File: src/rtl/b64se_pkg.sv
// Shared types, constants and the sextet-to-ASCII function of the base64 encoder.
// No dependencies.
`timescale 1ns / 1ps
package b64se_pkg;

   localparam logic [6:0] PAD_CHAR = 7'h3D;
   localparam logic [1:0] LAST_IDX = 2'd3;

   typedef struct packed {
      logic [7:0] data_byte;
      logic       final_byte;
   } req_type;

   typedef struct packed {
      logic [6:0] ascii_char;
      logic       group_end;
      logic       message_end;
   } rsp_type;

   typedef struct packed {
      logic [23:0] word;
      logic [1:0]  total;
      logic        fin;
   } grp_type;

   function automatic logic [6:0] sextet_char(input logic [5:0] s);
      logic [6:0] c;
      if (s < 6'd26) begin
         c = 7'h41 + {1'b0, s};
      end else if (s < 6'd52) begin
         c = 7'h61 + {1'b0, s} - 7'd26;
      end else if (s < 6'd62) begin
         c = 7'h30 + {1'b0, s} - 7'd52;
      end else if (s == 6'd62) begin
         c = 7'h2B;
      end else begin
         c = 7'h2F;
      end
      return c;
   endfunction

endpackage

File: src/rtl/b64se_front.sv
// Front stage: gathers bytes into three-byte groups and hands off full or final groups.
// Depends on b64se_pkg.
`timescale 1ns / 1ps
module b64se_front
   import b64se_pkg::*;
(
   input  logic    clock,
   input  logic    reset,
   input  logic    in_valid,
   input  req_type in_item,
   output logic    grp_push,
   output grp_type grp_data
);

   logic [15:0] pend_ff, pend_in;
   logic [1:0]  cnt_ff, cnt_in;
   logic [23:0] word;
   logic [1:0]  total;

   always_comb begin
      case (cnt_ff)
         2'd0: begin
            word = {in_item.data_byte, 16'h0000};
         end
         2'd1: begin
            word = {pend_ff[15:8], in_item.data_byte, 8'h00};
         end
         default: begin
            word = {pend_ff, in_item.data_byte};
         end
      endcase
      total = (cnt_ff == 2'd0) ? 2'd1 : ((cnt_ff == 2'd1) ? 2'd2 : 2'd3);

      pend_in          = pend_ff;
      cnt_in           = cnt_ff;
      grp_push         = 1'b0;
      grp_data.word    = word;
      grp_data.total   = total;
      grp_data.fin     = in_item.final_byte;
      if (in_valid) begin
         if (total != 2'd3 && !in_item.final_byte) begin
            pend_in = word[23:8];
            cnt_in  = total;
         end else begin
            grp_push = 1'b1;
            pend_in  = 16'h0000;
            cnt_in   = 2'd0;
         end
      end
   end

   always_ff @(posedge clock) begin
      if (reset) begin
         cnt_ff  <= 2'd0;
         pend_ff <= 16'h0000;
      end else begin
         cnt_ff  <= cnt_in;
         pend_ff <= pend_in;
      end
   end

endmodule

File: src/rtl/b64se_queue.sv
// Short group queue between the front and back stages.
// Depends on b64se_pkg.
`timescale 1ns / 1ps
module b64se_queue
   import b64se_pkg::*;
#(
   parameter int DEPTH = 2
) (
   input  logic    clock,
   input  logic    reset,
   input  logic    push,
   input  grp_type push_data,
   input  logic    pop,
   output grp_type pop_data,
   output logic    full,
   output logic    empty
);

   localparam int AW = (DEPTH > 1) ? $clog2(DEPTH) : 1;
   localparam int CW = $clog2(DEPTH + 1);
   localparam logic [AW-1:0] LAST_PTR = AW'(DEPTH - 1);
   localparam logic [CW-1:0] FULL_CNT = CW'(DEPTH);

   grp_type         slot_ff [DEPTH];
   logic [AW-1:0]   wr_ptr_ff, wr_ptr_in;
   logic [AW-1:0]   rd_ptr_ff, rd_ptr_in;
   logic [CW-1:0]   cnt_ff, cnt_in;
   logic            do_push, do_pop;

   assign full     = (cnt_ff == FULL_CNT);
   assign empty    = (cnt_ff == '0);
   assign pop_data = slot_ff[rd_ptr_ff];
   assign do_push  = push && !full;
   assign do_pop   = pop && !empty;

   always_comb begin
      wr_ptr_in = wr_ptr_ff;
      rd_ptr_in = rd_ptr_ff;
      cnt_in    = cnt_ff;
      if (do_push) begin
         wr_ptr_in = (wr_ptr_ff == LAST_PTR) ? '0 : wr_ptr_ff + 1'b1;
      end
      if (do_pop) begin
         rd_ptr_in = (rd_ptr_ff == LAST_PTR) ? '0 : rd_ptr_ff + 1'b1;
      end
      if (do_push && !do_pop) begin
         cnt_in = cnt_ff + 1'b1;
      end else if (do_pop && !do_push) begin
         cnt_in = cnt_ff - 1'b1;
      end
   end

   always_ff @(posedge clock) begin
      if (reset) begin
         wr_ptr_ff <= '0;
         rd_ptr_ff <= '0;
         cnt_ff    <= '0;
      end else begin
         wr_ptr_ff <= wr_ptr_in;
         rd_ptr_ff <= rd_ptr_in;
         cnt_ff    <= cnt_in;
      end
   end

   always_ff @(posedge clock) begin
      if (do_push) begin
         slot_ff[wr_ptr_ff] <= push_data;
      end
   end

endmodule

File: src/rtl/b64se_back.sv
// Back stage: one group to four characters in an output register, one per cycle unless stalled.
// Depends on b64se_pkg.
`timescale 1ns / 1ps
module b64se_back
   import b64se_pkg::*;
(
   input  logic    clock,
   input  logic    reset,
   input  logic    q_empty,
   input  grp_type q_data,
   output logic    q_pop,
   output logic    out_valid,
   output rsp_type out_data,
   input  logic    out_take
);

   grp_type    grp_ff;
   logic       grp_valid_ff, grp_valid_in;
   logic [1:0] idx_ff, idx_in;
   rsp_type    out_ff, out_in;
   logic       out_valid_ff, out_valid_in;
   logic       advance;
   logic       need_grp;
   logic [5:0] sextet;
   logic       pad;

   assign advance   = !out_valid_ff || out_take;
   assign need_grp  = !grp_valid_ff || (advance && idx_ff == LAST_IDX);
   assign q_pop     = need_grp && !q_empty;
   assign out_valid = out_valid_ff;
   assign out_data  = out_ff;

   always_comb begin
      case (idx_ff)
         2'd0: begin
            sextet = grp_ff.word[23:18];
            pad    = 1'b0;
         end
         2'd1: begin
            sextet = grp_ff.word[17:12];
            pad    = 1'b0;
         end
         2'd2: begin
            sextet = grp_ff.word[11:6];
            pad    = (grp_ff.total < 2'd2);
         end
         default: begin
            sextet = grp_ff.word[5:0];
            pad    = (grp_ff.total < 2'd3);
         end
      endcase

      out_in       = out_ff;
      out_valid_in = out_valid_ff;
      grp_valid_in = grp_valid_ff;
      idx_in       = idx_ff;
      if (advance) begin
         out_valid_in = grp_valid_ff;
         if (grp_valid_ff) begin
            out_in.ascii_char  = pad ? PAD_CHAR : sextet_char(sextet);
            out_in.group_end   = (idx_ff == LAST_IDX);
            out_in.message_end = (idx_ff == LAST_IDX) && grp_ff.fin;
            idx_in             = idx_ff + 1'b1;
            if (idx_ff == LAST_IDX) begin
               grp_valid_in = 1'b0;
            end
         end
      end
      if (q_pop) begin
         grp_valid_in = 1'b1;
         idx_in       = 2'd0;
      end
   end

   always_ff @(posedge clock) begin
      if (reset) begin
         grp_valid_ff <= 1'b0;
         idx_ff       <= 2'd0;
         out_valid_ff <= 1'b0;
      end else begin
         grp_valid_ff <= grp_valid_in;
         idx_ff       <= idx_in;
         out_valid_ff <= out_valid_in;
      end
   end

   always_ff @(posedge clock) begin
      out_ff <= out_in;
      if (q_pop) begin
         grp_ff <= q_data;
      end
   end

endmodule

File: src/rtl/base64_stream_encoder_top.sv
// Top level of the byte-serial base64 encoder.
// Depends on b64se_pkg, b64se_front, b64se_queue and b64se_back.
//
// Takes one message byte per beat and returns standard-alphabet base64 characters one per
// beat, '=' padded, with group_end on every fourth character and message_end on the last.
// A byte is taken every cycle while the group queue has room; the back stage sends the four
// characters of a group one at a time and holds each until it is popped, so on a long stream
// the single character path sets the byte rate. A byte that closes a group passes through the
// group queue and the back stage's group register before its first character is output.
`timescale 1ns / 1ps
module base64_stream_encoder_top
   import b64se_pkg::*;
#(
   parameter int QUEUE_DEPTH = 2
) (
   input  logic    clock,
   input  logic    reset,
   input  logic    req_push,
   output logic    req_full,
   input  req_type req_data,
   output logic    rsp_empty,
   input  logic    rsp_pop,
   output rsp_type rsp_data
);

   logic    q_full;
   logic    q_empty;
   logic    q_pop;
   logic    grp_push;
   grp_type grp_data;
   grp_type q_data;
   logic    out_valid;

   assign req_full  = q_full;
   assign rsp_empty = !out_valid;

   b64se_front u_front (
      .clock    (clock),
      .reset    (reset),
      .in_valid (req_push && !q_full),
      .in_item  (req_data),
      .grp_push (grp_push),
      .grp_data (grp_data)
   );

   b64se_queue #(
      .DEPTH (QUEUE_DEPTH)
   ) u_queue (
      .clock     (clock),
      .reset     (reset),
      .push      (grp_push),
      .push_data (grp_data),
      .pop       (q_pop),
      .pop_data  (q_data),
      .full      (q_full),
      .empty     (q_empty)
   );

   b64se_back u_back (
      .clock     (clock),
      .reset     (reset),
      .q_empty   (q_empty),
      .q_data    (q_data),
      .q_pop     (q_pop),
      .out_valid (out_valid),
      .out_data  (rsp_data),
      .out_take  (rsp_pop)
   );

endmodule

File: config.mk
export PLATFORM = sky130hd
export DESIGN_NAME = base64_stream_encoder_top
export DESIGN_NICKNAME = d
export VERILOG_FILES = /design/src/rtl/b64se_pkg.sv /design/src/rtl/b64se_front.sv /design/src/rtl/b64se_queue.sv /design/src/rtl/b64se_back.sv /design/src/rtl/base64_stream_encoder_top.sv
export SDC_FILE = /design/constraint.sdc
export NUM_CORES = 1
export LEC_CHECK = 0
export BUFFER_PORTS_ARGS = -buffer_cell sky130_fd_sc_hd__clkbuf_2
export CAP_MARGIN = 10
export CORE_ASPECT_RATIO = 1.1
export CORE_MARGIN = 4
export CORE_UTILIZATION = 40
export CTS_CLUSTER_DIAMETER = 30
export DETAILED_ROUTE_END_ITERATION = 10
export PLACE_DENSITY_LB_ADDON = 0.05
export SLEW_MARGIN = 20
export SYNTH_ARGS = -nofsm -noshare
export SYNTH_HDL_FRONTEND = slang
export SYNTH_SLANG_ARGS = --single-unit
File: constraint.sdc
create_clock -name clock -period 6 [get_ports clock]
set_input_delay 0.6 -clock clock [delete_from_list [all_inputs] [get_ports clock]]
set_output_delay 0.6 -clock clock [all_outputs]
set_load 0.01 [all_outputs]
# Word-level counts from Yosys, hierarchy flattened
# Memories as Yosys holds them, arrays and structs flattened. A register that Yosys moved wholly into a read port is not among the register bits.
# Cells that the tools add are included.
# op_classes
addsub	10
n_mul	0
div	0
n_lt_le_gt_ge	5
n_eq_ne	7
n_shift	0
muxes	23
bitwise_logic	0
reduce_logical	26
# op_table
op	n
$pmux W24 S2	1
$mux W7	3
$pmux W6 S3	1
$mux W16	1
$add A7 B6 Y7 const A	2
$lt A6 B6 Y1 const B	2
$mux W1	11
$logic_and A1 B1 Y1	9
$mux W2	4
$add A6 B6 Y7 const A	1
$logic_not A1 Y1	7
$sub A7 B5 Y7 const B	1
$sub A7 B6 Y7 const B	1
$eq A2 B2 Y1 const B	3
$eq A6 B6 Y1 const B	1
$logic_not A2 Y1	3
$lt A6 B5 Y1 const B	1
$add A2 B1 Y2 const B	2
$eq A2 B1 Y1 const B	2
$lt A2 B2 Y1 const B	2
$reduce_bool A2 Y1	2
$reduce_or A2 Y1	2
$mux W3	1
$add A1 B1 Y1 const B	2
5 further kinds	6
# word_totals
regBits	35
latch_bits	0
ramBits	54
rom_bits	0
out_inout_bits	11
wordCells	83
n_memories	1
# memory_table
memory	depth	width	read_ports	rd_ports_with_merged_regs	write_ports	line_no	rtl
u_queue.slot_ff	2	27	1	1	1	b64se_queue.sv:24	grp_type slot_ff [DEPTH];

# Logic depth before layout (Yosys ltp)
# depth
depth_word	12
mapped_depth	11

# Hierarchy
# A second synthesis with hierarchy kept.
# unflattened
hier_cells	357
hier_area_um2	5013.6
# by_module_without_submodules
mod	n_inst	cells_per_inst	area_each_um2	seq_area_each_um2
b64se_queue	1	109	2163.3	1721.7
b64se_back	1	164	1951.9	1161.1
b64se_front	1	82	880.8	360.3
base64_stream_encoder_top	1	2	17.5	0.0

# Worst setup path before layout
# OpenSTA, ideal clock, no wires.
# synth_timing
path_kind	input-to-reg
startpoint	input port rsp_pop
endpoint	register u_queue.cnt_ff[1]
setup_ns	0.070
arrival_time_ns	3.320
required_ns	5.930
slack_ns	2.610
cell_stages	7
n_path_buf	0
path_cell_list	nand2b_1 nand2_1 a21oi_1 inv_1 ha_1 or3_1 a21oi_1
# synth_via
elab_chain_len	8
word_cells_on_any_way	10
cone_classes	mux (1); reduce/logical (9)
# synth_rtl
element	line_no	rtl
from (decl)	base64_stream_encoder_top.sv:22	input logic rsp_pop,
$logic_or A1 B1 Y1 *	b64se_back.sv:27	assign advance = !out_valid_ff || out_take;
$logic_and A1 B1 Y1 *	b64se_back.sv:28	assign need_grp = !grp_valid_ff || (advance && idx_ff == LAST_IDX);
$logic_or A1 B1 Y1 *	b64se_back.sv:28	
$logic_and A1 B1 Y1 *	b64se_back.sv:29	assign q_pop = need_grp && !q_empty;
via q_pop	base64_stream_encoder_top.sv:28	logic q_pop;
$logic_and A1 B1 Y1 *	b64se_queue.sv:34	assign do_pop = pop && !empty;
$logic_not A1 Y1	b64se_queue.sv:46	if (do_push && !do_pop) begin
$logic_and A1 B1 Y1	b64se_queue.sv:46	
$mux W2 or $reduce_bool A2 Y1 (tied branches)	-	
to (signal assigned)	b64se_queue.sv:61	cnt_ff <= cnt_in;
to (decl)	b64se_queue.sv:27	logic [CW-1:0] cnt_ff, cnt_in;
# Mark *: on every way through the listed nets, which the timed path passes. The rest lies on a longest branch.
# A chain may end at the register's enable or synchronous reset.

# Final worst setup path
# layout_timing
startpoint	register u_back.idx_ff[0]
endpoint	register u_back.out_ff (netlist bit u_back.out_data[3]), data pin
# layout_via
elab_chain_len	7
word_cells_on_any_way	17
cone_classes	add/sub (5); order compare (3); eq/ne (2); mux (5); reduce/logical (2)
# layout_rtl
element	line_no	rtl
from (decl)	b64se_back.sv:19	logic [1:0] idx_ff, idx_in;
from (signal assigned)	b64se_back.sv:82	idx_ff <= idx_in;
$eq A2 B2 Y1, or another cell as far along	b64se_back.sv:34	case (idx_ff)
$pmux W6 S3	b64se_back.sv:34	
$add A6 B6 Y7	b64se_pkg.sv:33	c = 7'h30 + {1'b0, s} - 7'd52;
$sub A7 B6 Y7	b64se_pkg.sv:33	
$mux W7	b64se_pkg.sv:32	end else if (s < 6'd62) begin
$mux W7	b64se_pkg.sv:30	end else if (s < 6'd52) begin
$mux W7	b64se_pkg.sv:28	if (s < 6'd26) begin
to (signal assigned)	b64se_back.sv:88	out_ff <= out_in;
to (decl)	b64se_back.sv:20	rsp_type out_ff, out_in;
# Several ways; a longest one is shown, not always the timed one.

==> flow_metrics.env <==
export IMPL_status="complete, no violations"
export IMPL_core_mm2=0.0120
export IMPL_dp_hpwl_um=6050
export IMPL_cts_tree="done"
export IMPL_cp_cell_sequence="inv_1 -> ha_1 -> a222oi_1 -> mux2_2 -> inv_2 -> ha_1 -> a31o_4 -> a21oi_4 -> or3_1 -> a21oi_2"
export IMPL_first_pass_iters=4
export IMPL_hold_path_class="reg -> reg"
export IMPL_grt_overflow=0
export IMPL_fin_nets=404
export IMPL_root_buffer="clkbuf_16"
export IMPL_antenna_found_initial=0
export IMPL_fin_ws_ps=3220
export IMPL_critPathMaxFanout=10
export IMPL_cts_repair_timing_setup_buffer_count=0
export IMPL_grtUsageTotal=0.142
export IMPL_grt_pass1_vias=2823
export IMPL_skew_ps=8.22
export IMPL_path_clk_slew_ps=50
export IMPL_critPathMaxStageDelay_ps=380
export IMPL_dr_total_vias=2794
export IMPL_cpMostUsedCell="ha_1"
export IMPL_synth_area_mm2=0.00487
export IMPL_power_w=0.00308
export IMPL_clk_insertion_delay_late_ps=400
export IMPL_ys_seq_elements=116
export IMPL_ys_types=41
export IMPL_vias_per_cell=5.09
export IMPL_final_common_cell="edfxtp_1"
export IMPL_wirelength_um=9190
export IMPL_ant_nets=0
export IMPL_initial_core_util=0.406
export IMPL_tightest_slew_ps=1070
export IMPL_fin_setup_tns_ps=0
export IMPL_cp_end_kind="flip-flop"
export IMPL_layout_worst_path_cycle_share=0.463
export IMPL_row_count=42
export IMPL_netlist_instances=350
export IMPL_required_ps=6150
export IMPL_h_tree_depth=4
export IMPL_avgRoutedWirePerCell_um=16.7
export IMPL_die_w_um=113
export IMPL_syn_nets=372
export IMPL_drc=0
export IMPL_cts_hold_buf=0
export IMPL_worstSetupPathType="reg -> reg"
export IMPL_dpl_worst_slack_ps=3210
export IMPL_yosysSeqAreaShare=0.662
export IMPL_yosys_warnings=0
export IMPL_grt_pass1_wl_um=15000
export IMPL_min_period_ps=2780
export IMPL_gp_congestion=0.886
export IMPL_rsz0062_at_grt="no"
export IMPL_powerDensity_mw_per_mm2=530
export IMPL_portBuffers=23
export IMPL_cts_repair_resized=0
export IMPL_die_area_mm2=0.0140
export IMPL_dieHeight_um=124
export IMPL_antenna_cells=0
export IMPL_avgSynthCellArea_um2=13.9
export IMPL_hold_violations=0
export IMPL_cts_made_buffers=17
export IMPL_relSlewSlack=0.288
export IMPL_cp_arrival_ps=2920
export IMPL_final_max_slew_violation_count=0
export IMPL_holdWs_ps=489
export IMPL_maxCapViolCount=0
export IMPL_cts_buffer_depth=2
export IMPL_grt_max_degree=32
export IMPL_slowest_stage="dfxtp_1"
export IMPL_setup_viol=0
export IMPL_drive_above_1_share=0.266
export IMPL_syn2layout_area_growth_pct=19.4
export IMPL_drt_iter0_drc=123
export IMPL_clock_sinks=116
export IMPL_fmax_mhz=360
export IMPL_io_pins=24
export IMPL_p_leak_nw=2.13
export IMPL_final_cell_mix="edfxtp_1 (90), mux2_2 (36), nor2_1 (34)"
export IMPL_ir_drop_uv=206
export IMPL_startpoint_type="flip-flop"
[state kept, by name, indices dropped and copies added, names as in the netlist]
name,flops
u_front.cnt_ff,2
u_queue.rd_ptr_ff,1
u_back.out_valid,1
u_queue.wr_ptr_ff,1
u_back.out_data,9
u_queue.cnt_ff,2
u_queue.slot_ff,54
u_back.grp_valid_ff,1
u_back.grp_ff,27
u_front.pend_ff,16
u_back.idx_ff,2
[metrics by stage]
stage | area [µm²] | std cells | utilization
final | 5810 | 549 | 0.485
after global routing | 5810 | 549 | 0.485
after CTS | 5810 | 549 | 0.485
after detailed placement | 5160 | 517 | 0.431
after global placement | 5160 | 517 | 0.430
after floorplan | 4870 | 350 | -
[path summary, 6_finish.rpt]
| check | from | endpoint | slack, ps | cells past startpoint |
|---|---|---|---|---|
| worst max register to register | u_back.idx_ff[0] | u_back.out_data[3] | 3220 | 10 |
| worst min register to register | u_back.grp_valid_ff | u_back.out_valid | 490 | 2 |
| worst min-delay path | u_back.grp_valid_ff | u_back.out_valid | 490 | 2 |
| worst max-delay path | u_back.idx_ff[0] | u_back.out_data[3] | 3220 | 10 |
[layer usage]
metal  GRT usage  routed length, µm  share of wire  vias up
met3      0.0398                278          0.030       11
met4      0.0579                114          0.012        0
li1            -                  -              -     1373
met5           0                  0              0        -
met1       0.191               4460           0.49     1361
met2       0.216               4340           0.47       49
[where the power goes]
group	leakage (nW)	switching (W)	internal, W
Sequential	1.05	0.0000615	0.00109
Clock	0.312	0.000326	0.000749
Combinational	0.765	0.000508	0.000340
[Yosys cell counts, drive strengths merged]
| cell | n | area [µm²] |
|---|---|---|
| nand2 | 14 | 52.6 |
| a21oi | 16 | 98.9 |
| xor2 | 2 | 17.5 |
| buf | 3 | 15.0 |
| xnor2 | 6 | 52.6 |
| a22oi | 20 | 155 |
| nand3 | 2 | 10.0 |
| ha | 9 | 113 |
| nand2b | 2 | 12.5 |
| nor4 | 1 | 6.26 |
| a22o | 9 | 78.8 |
| and2 | 10 | 62.6 |
| mux2i | 7 | 73.8 |
| o21ai | 6 | 30.0 |
| nor2 | 34 | 128 |
| o211ai | 2 | 15.0 |
| or4 | 1 | 7.51 |
| nor3 | 7 | 40.0 |
| o31ai | 1 | 7.51 |
| a21o | 2 | 15.0 |
| nor2b | 4 | 25.0 |
| dfxtp | 26 | 521 |
| a31o | 1 | 17.5 |
| o22ai | 1 | 6.26 |
| a222oi | 4 | 40.0 |
| or3 | 3 | 18.8 |
| edfxtp | 90 | 2700 |
| clkbuf | 11 | 41.3 |
| a221oi | 2 | 17.5 |
| mux2 | 37 | 420 |
| inv | 17 | 66.3 |
[cell type report]
type	instances	area, µm²
inverters	17	66.3
flip-flops and latches	116	3220
clock buffers	24	502
repair buffers	27	145
multi-input cells	203	1540
well taps	154	193
clock inverters	8	145
fillers	1036	6170
[cells by family after synthesis]
logic type,Yosys count,share of synthesized area
flip-flops,116,0.662
AND/OR/NAND/NOR,78,0.0746
AO/OA/AOI/OAI,64,0.0990
multiplexers,44,0.102
buffers and inverters,31,0.0252
adder cells (fa/ha/maj),9,0.0231
XOR/XNOR,8,0.0144
[critical path, delay by kind of cell (launching register included)]
family / cells / cell delay (ps)
compound gates: 4 / 880
fa+ha+maj: 2 / 580
flops: 1 / 380
mux: 1 / 320
buf+inv: 2 / 190
simple gates: 1 / 170
Note: power is estimated with default switching activity, not from simulation.
